File: src/rtl/core/smv_pkg.sv
`timescale 1ns / 1ps
// ----------------------------------------------------------------------------
// smv_pkg
// Shared constants and codes for the semivariogram model evaluator.
// ----------------------------------------------------------------------------
package smv_pkg;

    // Fixed-point one and rounding half for 32 fraction bits
    localparam logic [32:0] ONE_Q32   = 33'h1_0000_0000;
    localparam logic [63:0] HALF_Q32  = 64'h0000_0000_8000_0000;
    localparam logic [31:0] INV_E_Q32 = 32'd1580030169;
    localparam logic [33:0] EXP_CUTOFF   = 34'd23;
    localparam logic [3:0]  SERIES_ORDER = 4'd13;

    // Configuration register indexes
    localparam logic [1:0] REG_MODEL_KIND = 2'd0;
    localparam logic [1:0] REG_NUGGET     = 2'd1;
    localparam logic [1:0] REG_SILL       = 2'd2;
    localparam logic [1:0] REG_RANGE      = 2'd3;

    // Model codes
    localparam logic [1:0] MODEL_SPHERICAL   = 2'd0;
    localparam logic [1:0] MODEL_EXPONENTIAL = 2'd1;

    // Row kinds
    localparam logic [1:0] ROW_HEADER = 2'd0;
    localparam logic [1:0] ROW_LAG    = 2'd1;
    localparam logic [1:0] ROW_TAIL   = 2'd2;

endpackage

File: src/rtl/core/semivariogram_model_eval.sv
`timescale 1ns / 1ps
// ----------------------------------------------------------------------------
// semivariogram_model_eval
// Spherical / exponential / Gaussian semivariogram rows from a lag stream.
// ----------------------------------------------------------------------------
//  channel   dir  handshake            payload
//  s_        in   s_tvalid/s_tready    tdata: lag_distance; tlast: is_last
//  m_        out  m_tvalid/m_tready    tdata: out_distance, gamma_value;
//                                      tuser: row_kind; tlast: end_of_run
//  cfg_      in   cfg_valid/cfg_ready  cfg_index, cfg_data
//
//  One item at a time; s_tready is high only while the sequencer is idle.
//  Per lag: a bit-serial divide (h/a, or 3h/a for the exponential model),
//  then multiplies on the shared 32x32 multiplier. The exponential and
//  Gaussian models add 13 series steps (each one multiply plus a divide
//  by the series index) and one multiply per e^-1 scaling step; a lag past
//  the cutoff skips them.
//  Each emitted row waits for m_tready.
//  Reset (aresetn, synchronous) loads the register defaults and closes any
//  open stream.
// ----------------------------------------------------------------------------
module semivariogram_model_eval
    import smv_pkg::*;
(
    input  logic        aclk,
    input  logic        aresetn,
    input  logic        s_tvalid,
    output logic        s_tready,
    input  logic [31:0] s_tdata,   // [31:0] lag_distance
    input  logic        s_tlast,
    output logic        m_tvalid,
    input  logic        m_tready,
    output logic [71:0] m_tdata,   // [32:0] out_distance, [65:33] gamma_value, zeros
    output logic [1:0]  m_tuser,   // [1:0] row_kind
    output logic        m_tlast,
    input  logic        cfg_valid,
    output logic        cfg_ready,
    input  logic [1:0]  cfg_index,
    input  logic [31:0] cfg_data
);

    typedef enum logic [3:0] {
        S_IDLE, S_HDR, S_EVAL, S_DIV, S_DIVW, S_MUL, S_MULW,
        S_EXPS, S_SERIES, S_SCALE, S_FINAL, S_LAG, S_TAIL
    } state_t;

    typedef enum logic [2:0] {
        ST_SPH_R2, ST_SPH_R3, ST_GAU_SQ, ST_EXP_T, ST_EXP_Q, ST_FINAL
    } step_t;

    typedef enum logic {DV_MAIN, DV_SERIES} div_ret_t;

    state_t      state_reg;
    step_t       step_reg;
    div_ret_t    div_ret_reg;

    logic [1:0]  kind_reg;
    logic [31:0] nugget_reg, sill_reg, range_reg;

    logic        in_stream_reg;
    logic [31:0] prev_dist_reg, last_dist_reg;
    logic [32:0] last_gamma_reg;

    logic [31:0] h_reg;
    logic        last_in_reg;

    logic [32:0] rem_reg;
    logic [65:0] nq_reg;
    logic [31:0] div_d_reg;
    logic [6:0]  div_cnt_reg;

    logic [31:0] mul_a_reg;
    logic [32:0] mul_b_reg;
    logic [63:0] prod_reg;
    logic        mul_byp_reg;

    logic [31:0] frac_reg;
    logic [1:0]  rq_reg;
    logic [4:0]  qcnt_reg;
    logic        exp_zero_reg;
    logic [32:0] p_reg, shape_reg, gamma_reg;
    logic [3:0]  n_reg;

    logic        m_tvalid_reg, m_tlast_reg;
    logic [32:0] m_dist_reg, m_gamma_reg;
    logic [1:0]  m_kind_reg;

    // Datapath helpers
    logic        out_free;
    logic        row_load;
    logic [32:0] rem_sh, rem_sub;
    logic        div_ge;
    logic [31:0] mul_res;
    logic [33:0] three_r;
    logic [32:0] sph_shape;
    logic [35:0] gau_sq;
    logic [36:0] gau_x;
    logic [33:0] ser_num;
    logic [33:0] div_num;
    logic [32:0] twice_last, tail_dist;

    assign out_free = !m_tvalid_reg || m_tready;
    assign row_load = out_free &&
                      (state_reg == S_HDR || state_reg == S_LAG || state_reg == S_TAIL);

    assign rem_sh  = {rem_reg[31:0], nq_reg[65]};
    assign div_ge  = rem_sh >= {1'b0, div_d_reg};
    assign rem_sub = rem_sh - {1'b0, div_d_reg};

    assign mul_res = mul_byp_reg ? mul_a_reg : prod_reg[63:32] + 32'(prod_reg[31]);

    assign three_r   = {2'b00, frac_reg} + {1'b0, frac_reg, 1'b0};
    assign sph_shape = 33'((three_r - {2'b00, mul_res}) >> 1);

    always_comb begin
        case (rq_reg)
            2'd1:    gau_sq = {4'd1, 32'd0} + {3'd0, frac_reg, 1'b0};
            2'd2:    gau_sq = {4'd4, 32'd0} + {2'd0, frac_reg, 2'b00};
            default: gau_sq = 36'd0;
        endcase
    end
    assign gau_x = {gau_sq + {4'd0, prod_reg[63:32]}, 1'b0}
                 + {1'b0, gau_sq + {4'd0, prod_reg[63:32]}};

    assign ser_num = {2'b00, mul_res} + {31'd0, n_reg[3:1]};
    assign div_num = (kind_reg == MODEL_EXPONENTIAL)
                   ? {1'b0, h_reg, 1'b0} + {2'b00, h_reg} : {2'b00, h_reg};

    assign twice_last = {last_dist_reg, 1'b0};
    assign tail_dist  = (twice_last >= {1'b0, prev_dist_reg})
                      ? twice_last - {1'b0, prev_dist_reg} : 33'd0;

    assign s_tready  = (state_reg == S_IDLE);
    assign cfg_ready = 1'b1;
    assign m_tvalid  = m_tvalid_reg;
    assign m_tdata   = {6'd0, m_gamma_reg, m_dist_reg};
    assign m_tuser   = m_kind_reg;
    assign m_tlast   = m_tlast_reg;

    always_ff @(posedge aclk) begin
        if (!aresetn) begin
            state_reg     <= S_IDLE;
            kind_reg      <= MODEL_SPHERICAL;
            nugget_reg    <= 32'd0;
            sill_reg      <= 32'd65536;
            range_reg     <= 32'd65536;
            in_stream_reg <= 1'b0;
            prev_dist_reg <= 32'd0;
            last_dist_reg <= 32'd0;
            last_gamma_reg <= 33'd0;
            m_tvalid_reg  <= 1'b0;
        end else begin
            if (cfg_valid) begin
                unique case (cfg_index)
                    REG_MODEL_KIND: kind_reg   <= cfg_data[1:0];
                    REG_NUGGET:     nugget_reg <= cfg_data;
                    REG_SILL:       sill_reg   <= cfg_data;
                    REG_RANGE:      range_reg  <= cfg_data;
                    default: ;
                endcase
            end

            // drop the accepted row unless a new one is loaded in its place
            if (m_tready && !row_load) begin
                m_tvalid_reg <= 1'b0;
            end

            unique case (state_reg)
                S_IDLE: begin
                    if (s_tvalid) begin
                        h_reg       <= s_tdata;
                        last_in_reg <= s_tlast;
                        if (!in_stream_reg) begin
                            prev_dist_reg <= 32'd0;
                            last_dist_reg <= 32'd0;
                            state_reg     <= S_HDR;
                        end else begin
                            prev_dist_reg <= last_dist_reg;
                            state_reg     <= S_EVAL;
                        end
                    end
                end
                S_HDR: begin
                    if (out_free) begin
                        m_tvalid_reg <= 1'b1;
                        m_dist_reg   <= 33'd0;
                        m_gamma_reg  <= {1'b0, nugget_reg};
                        m_kind_reg   <= ROW_HEADER;
                        m_tlast_reg  <= 1'b0;
                        state_reg    <= S_EVAL;
                    end
                end
                S_EVAL: begin
                    if (h_reg == 32'd0) begin
                        gamma_reg <= {1'b0, nugget_reg};
                        state_reg <= S_LAG;
                    end else if (range_reg == 32'd0 ||
                                 (kind_reg == MODEL_SPHERICAL && h_reg >= range_reg)) begin
                        gamma_reg <= {1'b0, nugget_reg} + {1'b0, sill_reg};
                        state_reg <= S_LAG;
                    end else begin
                        rem_reg     <= 33'd0;
                        nq_reg      <= {div_num, 32'd0};
                        div_d_reg   <= range_reg;
                        div_cnt_reg <= 7'd66;
                        div_ret_reg <= DV_MAIN;
                        state_reg   <= S_DIV;
                    end
                end
                S_DIV: begin
                    // one quotient bit per cycle
                    rem_reg     <= div_ge ? rem_sub : rem_sh;
                    nq_reg      <= {nq_reg[64:0], div_ge};
                    div_cnt_reg <= div_cnt_reg - 7'd1;
                    if (div_cnt_reg == 7'd1) begin
                        state_reg <= S_DIVW;
                    end
                end
                S_DIVW: begin
                    if (div_ret_reg == DV_SERIES) begin
                        p_reg     <= ONE_Q32 - nq_reg[32:0];
                        n_reg     <= n_reg - 4'd1;
                        state_reg <= S_SERIES;
                    end else if (kind_reg == MODEL_SPHERICAL) begin
                        frac_reg  <= nq_reg[31:0];
                        mul_a_reg <= nq_reg[31:0];
                        mul_b_reg <= {1'b0, nq_reg[31:0]};
                        step_reg  <= ST_SPH_R2;
                        state_reg <= S_MUL;
                    end else if (kind_reg == MODEL_EXPONENTIAL) begin
                        frac_reg     <= nq_reg[31:0];
                        exp_zero_reg <= nq_reg[65:32] >= EXP_CUTOFF;
                        qcnt_reg     <= nq_reg[36:32];
                        state_reg    <= S_EXPS;
                    end else if (nq_reg[65:32] >= 34'd3) begin
                        shape_reg <= ONE_Q32;
                        state_reg <= S_FINAL;
                    end else begin
                        rq_reg    <= nq_reg[33:32];
                        frac_reg  <= nq_reg[31:0];
                        mul_a_reg <= nq_reg[31:0];
                        mul_b_reg <= {1'b0, nq_reg[31:0]};
                        step_reg  <= ST_GAU_SQ;
                        state_reg <= S_MUL;
                    end
                end
                S_MUL: begin
                    prod_reg    <= mul_a_reg * mul_b_reg[31:0];
                    mul_byp_reg <= mul_b_reg[32];
                    state_reg   <= S_MULW;
                end
                S_MULW: begin
                    unique case (step_reg)
                        ST_SPH_R2: begin
                            mul_a_reg <= mul_res;
                            mul_b_reg <= {1'b0, frac_reg};
                            step_reg  <= ST_SPH_R3;
                            state_reg <= S_MUL;
                        end
                        ST_SPH_R3: begin
                            shape_reg <= sph_shape;
                            state_reg <= S_FINAL;
                        end
                        ST_GAU_SQ: begin
                            frac_reg     <= gau_x[31:0];
                            exp_zero_reg <= gau_x[36:32] >= EXP_CUTOFF[4:0];
                            qcnt_reg     <= gau_x[36:32];
                            state_reg    <= S_EXPS;
                        end
                        ST_EXP_T: begin
                            // rounded divide by the series index
                            rem_reg     <= 33'd0;
                            nq_reg      <= {ser_num, 32'd0};
                            div_d_reg   <= {28'd0, n_reg};
                            div_cnt_reg <= 7'd34;
                            div_ret_reg <= DV_SERIES;
                            state_reg   <= S_DIV;
                        end
                        ST_EXP_Q: begin
                            p_reg     <= {1'b0, mul_res};
                            qcnt_reg  <= qcnt_reg - 5'd1;
                            state_reg <= S_SCALE;
                        end
                        ST_FINAL: begin
                            gamma_reg <= {1'b0, nugget_reg} + {1'b0, mul_res};
                            state_reg <= S_LAG;
                        end
                        default: state_reg <= S_IDLE;
                    endcase
                end
                S_EXPS: begin
                    if (exp_zero_reg) begin
                        shape_reg <= ONE_Q32;
                        state_reg <= S_FINAL;
                    end else begin
                        p_reg     <= ONE_Q32;
                        n_reg     <= SERIES_ORDER;
                        state_reg <= S_SERIES;
                    end
                end
                S_SERIES: begin
                    if (n_reg == 4'd0) begin
                        state_reg <= S_SCALE;
                    end else begin
                        mul_a_reg <= frac_reg;
                        mul_b_reg <= p_reg;
                        step_reg  <= ST_EXP_T;
                        state_reg <= S_MUL;
                    end
                end
                S_SCALE: begin
                    if (qcnt_reg == 5'd0) begin
                        shape_reg <= ONE_Q32 - p_reg;
                        state_reg <= S_FINAL;
                    end else begin
                        mul_a_reg <= INV_E_Q32;
                        mul_b_reg <= p_reg;
                        step_reg  <= ST_EXP_Q;
                        state_reg <= S_MUL;
                    end
                end
                S_FINAL: begin
                    mul_a_reg <= sill_reg;
                    mul_b_reg <= shape_reg;
                    step_reg  <= ST_FINAL;
                    state_reg <= S_MUL;
                end
                S_LAG: begin
                    if (out_free) begin
                        m_tvalid_reg   <= 1'b1;
                        m_dist_reg     <= {1'b0, h_reg};
                        m_gamma_reg    <= gamma_reg;
                        m_kind_reg     <= ROW_LAG;
                        m_tlast_reg    <= !last_in_reg;
                        last_dist_reg  <= h_reg;
                        last_gamma_reg <= gamma_reg;
                        in_stream_reg  <= !last_in_reg;
                        state_reg      <= last_in_reg ? S_TAIL : S_IDLE;
                    end
                end
                S_TAIL: begin
                    if (out_free) begin
                        m_tvalid_reg <= 1'b1;
                        m_dist_reg   <= tail_dist;
                        m_gamma_reg  <= last_gamma_reg;
                        m_kind_reg   <= ROW_TAIL;
                        m_tlast_reg  <= 1'b1;
                        state_reg    <= S_IDLE;
                    end
                end
                default: state_reg <= S_IDLE;
            endcase
        end
    end

endmodule

File: config.mk
export PLATFORM = sky130hd
export DESIGN_NAME = semivariogram_model_eval
export DESIGN_NICKNAME = d
export VERILOG_FILES = /design/src/rtl/core/smv_pkg.sv /design/src/rtl/core/semivariogram_model_eval.sv
export SDC_FILE = /design/constraint.sdc
export NUM_CORES = 2
export LEC_CHECK = 0
export ABC_AREA = 1
export BUFFER_PORTS_ARGS = -buffer_cell sky130_fd_sc_hd__buf_2
export CORE_MARGIN = 2
export CORE_UTILIZATION = 40
export DETAILED_ROUTE_END_ITERATION = 8
export MAX_ROUTING_LAYER = met4
export PLACE_DENSITY = 0.54
export SYNTH_ARGS = -nofsm -noshare
export SYNTH_HDL_FRONTEND = slang
export SYNTH_SLANG_ARGS = --single-unit
File: constraint.sdc
create_clock -name aclk -period 8.56 [get_ports aclk]
set_input_delay 0 -clock aclk [delete_from_list [all_inputs] [get_ports aclk]]
set_output_delay 0 -clock aclk [all_outputs]
set_load 0.01 [all_outputs]
==> results.ini <==
[run_status]
status=finished clean

[clocking]
htreeDepth=3
numCtsBuffers=87
path_clk_slew_ns=0.06
cts_resized=0
cts_buffer_depth=3
cts.sinks=686
cts_tree=yes
cts-root-buf=clkbuf_16
holdBufCountCts=110
clk_latency_ns=0.75
post_cts_buffers=0

[detailed_routing]
vias_per_cell=5.489
ant_nets=0
drcViolationCount=0
dr.pass1.iters=8
wl_mm=358.5
dr_total_vias=77680
dr.first_iter.drc_count=8085
routedWlPerCell_um=25.34

[logic_synthesis]
synth.distinct_cells=72
netlist_area_mm2=0.08420
syn_inst=11150
synth_top_area_share=0.2223
synth_edf_count=485
avgSynthCellArea_um2=7.553
async_flop_share=0
synth-seq-cells=686
seq_area_frac_synth=0.2208
ys_warn_count=0
synthFlopType=edfxtp_1
synth.area.top_cells=fa_1 22%, edfxtp_1 17%, nand2_1 11%
synth_top_area_cell=fa_1

[worst_setup_path]
worstSetupPathType=register to register
worst-path-buf-inv=7
end_kind=register
cpLargestDelayFamily=adder cells
crit_fanout=14
critPathSlowestCell=edfxtp_1
cp.required_ns=9.05
timing.critical_path.mode_cell=fa_1
ff2ff_setup_slack_ns=0.31
crit_arrival_ns=8.74
startpoint_type=register
cpPeakStageDelay_ns=1.10

[timing]
slew_headroom=0.1010
finalSetupViolCount=0
rsz0062_at_grt=false
setup_ws_ns=0.3077
slew_viol_final=0
clock_skew_ns=0.05208
finalHoldViolations=0
fin_setup_tns_ns=0
post-route-min-period_ns=8.252
max_slew.worst_pin.slew_ns=1.347
fmax_mhz=121.2
min_period_over_period=0.9641

[die]
die_h_um=462.8
die_area_mm2=0.2142
floorplan.io_pins=150
core_mm2=0.2094
initial_core_util=0.4022
die_x_um=462.8
rows=168

[final_layout]
nNetsFinal=12860
fin_area_mm2=0.09250
drive_gt1_frac=0.05529
layout_common_cells=2559 x nand2_1, 2352 x inv_1, 935 x fa_1
largest_reg_flops=66
area_growth_pct=9.861
layout_commonest_cell=nand2_1
fillerInstances=21490

[grt]
globalRouteOverflowTotal=0
antenna_found_initial=16
grt_pass1_wl_mm=524.1
track_usage=0.3404
grt_pass1_vias=77120
grt_max_degree=94

[placement]
placed_area_mm2=0.08857
pre_cts_ws_ns=0.4507
io_buffers=142
dp_hpwl_mm=295.3
gp_congestion=1.050

[hold_path]
hold_path.class=input pin to register

[job]
cap_viol_max_count=0

[synthesized netlist by cell type, drive strengths merged, types with 28 or more instances]
master,instances
a21boi,36
o221ai,31
nor2,835
o211ai,37
dfxtp,201
o2111ai,71
or2,42
nor3,92
a21oi,685
a31oi,80
nand2,2591
clkbuf,376
o21bai,47
ha,580
nor4,34
nand3,405
nand4,77
edfxtp,485
fa,935
buf,47
xnor2,76
o21ai,689
a211oi,38
xor2,109
inv,2365
a21o,56
nand3b,28
[per-layer routing]
| layer | share of wire | global-route usage | up-vias |
|---|---|---|---|
| met5 | 0 | - | - |
| met4 | 0.045 | 0.1295 | 0 |
| met3 | 0.068 | 0.03672 | 569 |
| met2 | 0.46 | 0.5392 | 3101 |
| met1 | 0.43 | 0.4490 | 38710 |
| li1 | - | - | 35290 |
[logic make-up (layout without fill, tap and decap cells)]
family / after synthesis / count (layout) / share of synthesized area
and+or+nand+nor: 4118 / 4118 / 0.2013
xor gates and xnor gates: 185 / 185 / 0.01924
adders and majority gates: 1515 / 1515 / 0.3085
other: 2 / 12 / 0.00008920
buffers and inverters: 2797 / 2984 / 0.1254
AOI/OAI and AO/OA: 1845 / 1845 / 0.1247
DFF: 686 / 686 / 0.2208
[worst paths after layout]
path                               startpoint            to  depth (start not counted)
worst max-delay path            mul_a_reg[11]  prod_reg[42]                         27
worst min-delay path             cfg_data[24]  sill_reg[24]                          4
worst max register to register  mul_a_reg[11]  prod_reg[42]                         27
worst min register to register  mul_b_reg[32]   mul_byp_reg                          0
[worst reg2reg max path, delay by kind of cell (launching register included)]
kind | cells | cell delay [ns]
buf+inv | 7 | 0.78
compound gates | 1 | 0.53
fa+ha+maj | 9 | 4.28
simple gates | 9 | 1.03
xor+xnor | 1 | 0.32
flops | 1 | 1.10
[stage by stage]
step | instances | hold WS (ns) | utilization
after global routing | 14150 | 0.2255 | 0.4418
after global placement | 13880 | 0.1786 | 0.4230
after floorplan | 11150 | 0.09887 | -
after CTS | 14150 | 0.1471 | 0.4418
after detailed placement | 13880 | 0.1781 | 0.4230
final | 14150 | 0.1914 | 0.4418
[layout make-up]
cell class / instances / area [um2] / share of cell area
antenna: 5 / 12.51 / 0.0001353
clock buffer: 100 / 2257 / 0.02440
clock inverter: 59 / 561.8 / 0.006073
inverter: 2374 / 8917 / 0.09640
multi-input combinational: 7670 / 55180 / 0.5966
sequential: 686 / 18590 / 0.2010
tap: 2805 / 3510 / 0.03794
timing repair buffer: 451 / 3471 / 0.03752
Power is left out: the tool's default activity adds up to more than one toggle a clock period on the data nets, which glitch-free logic cannot reach.
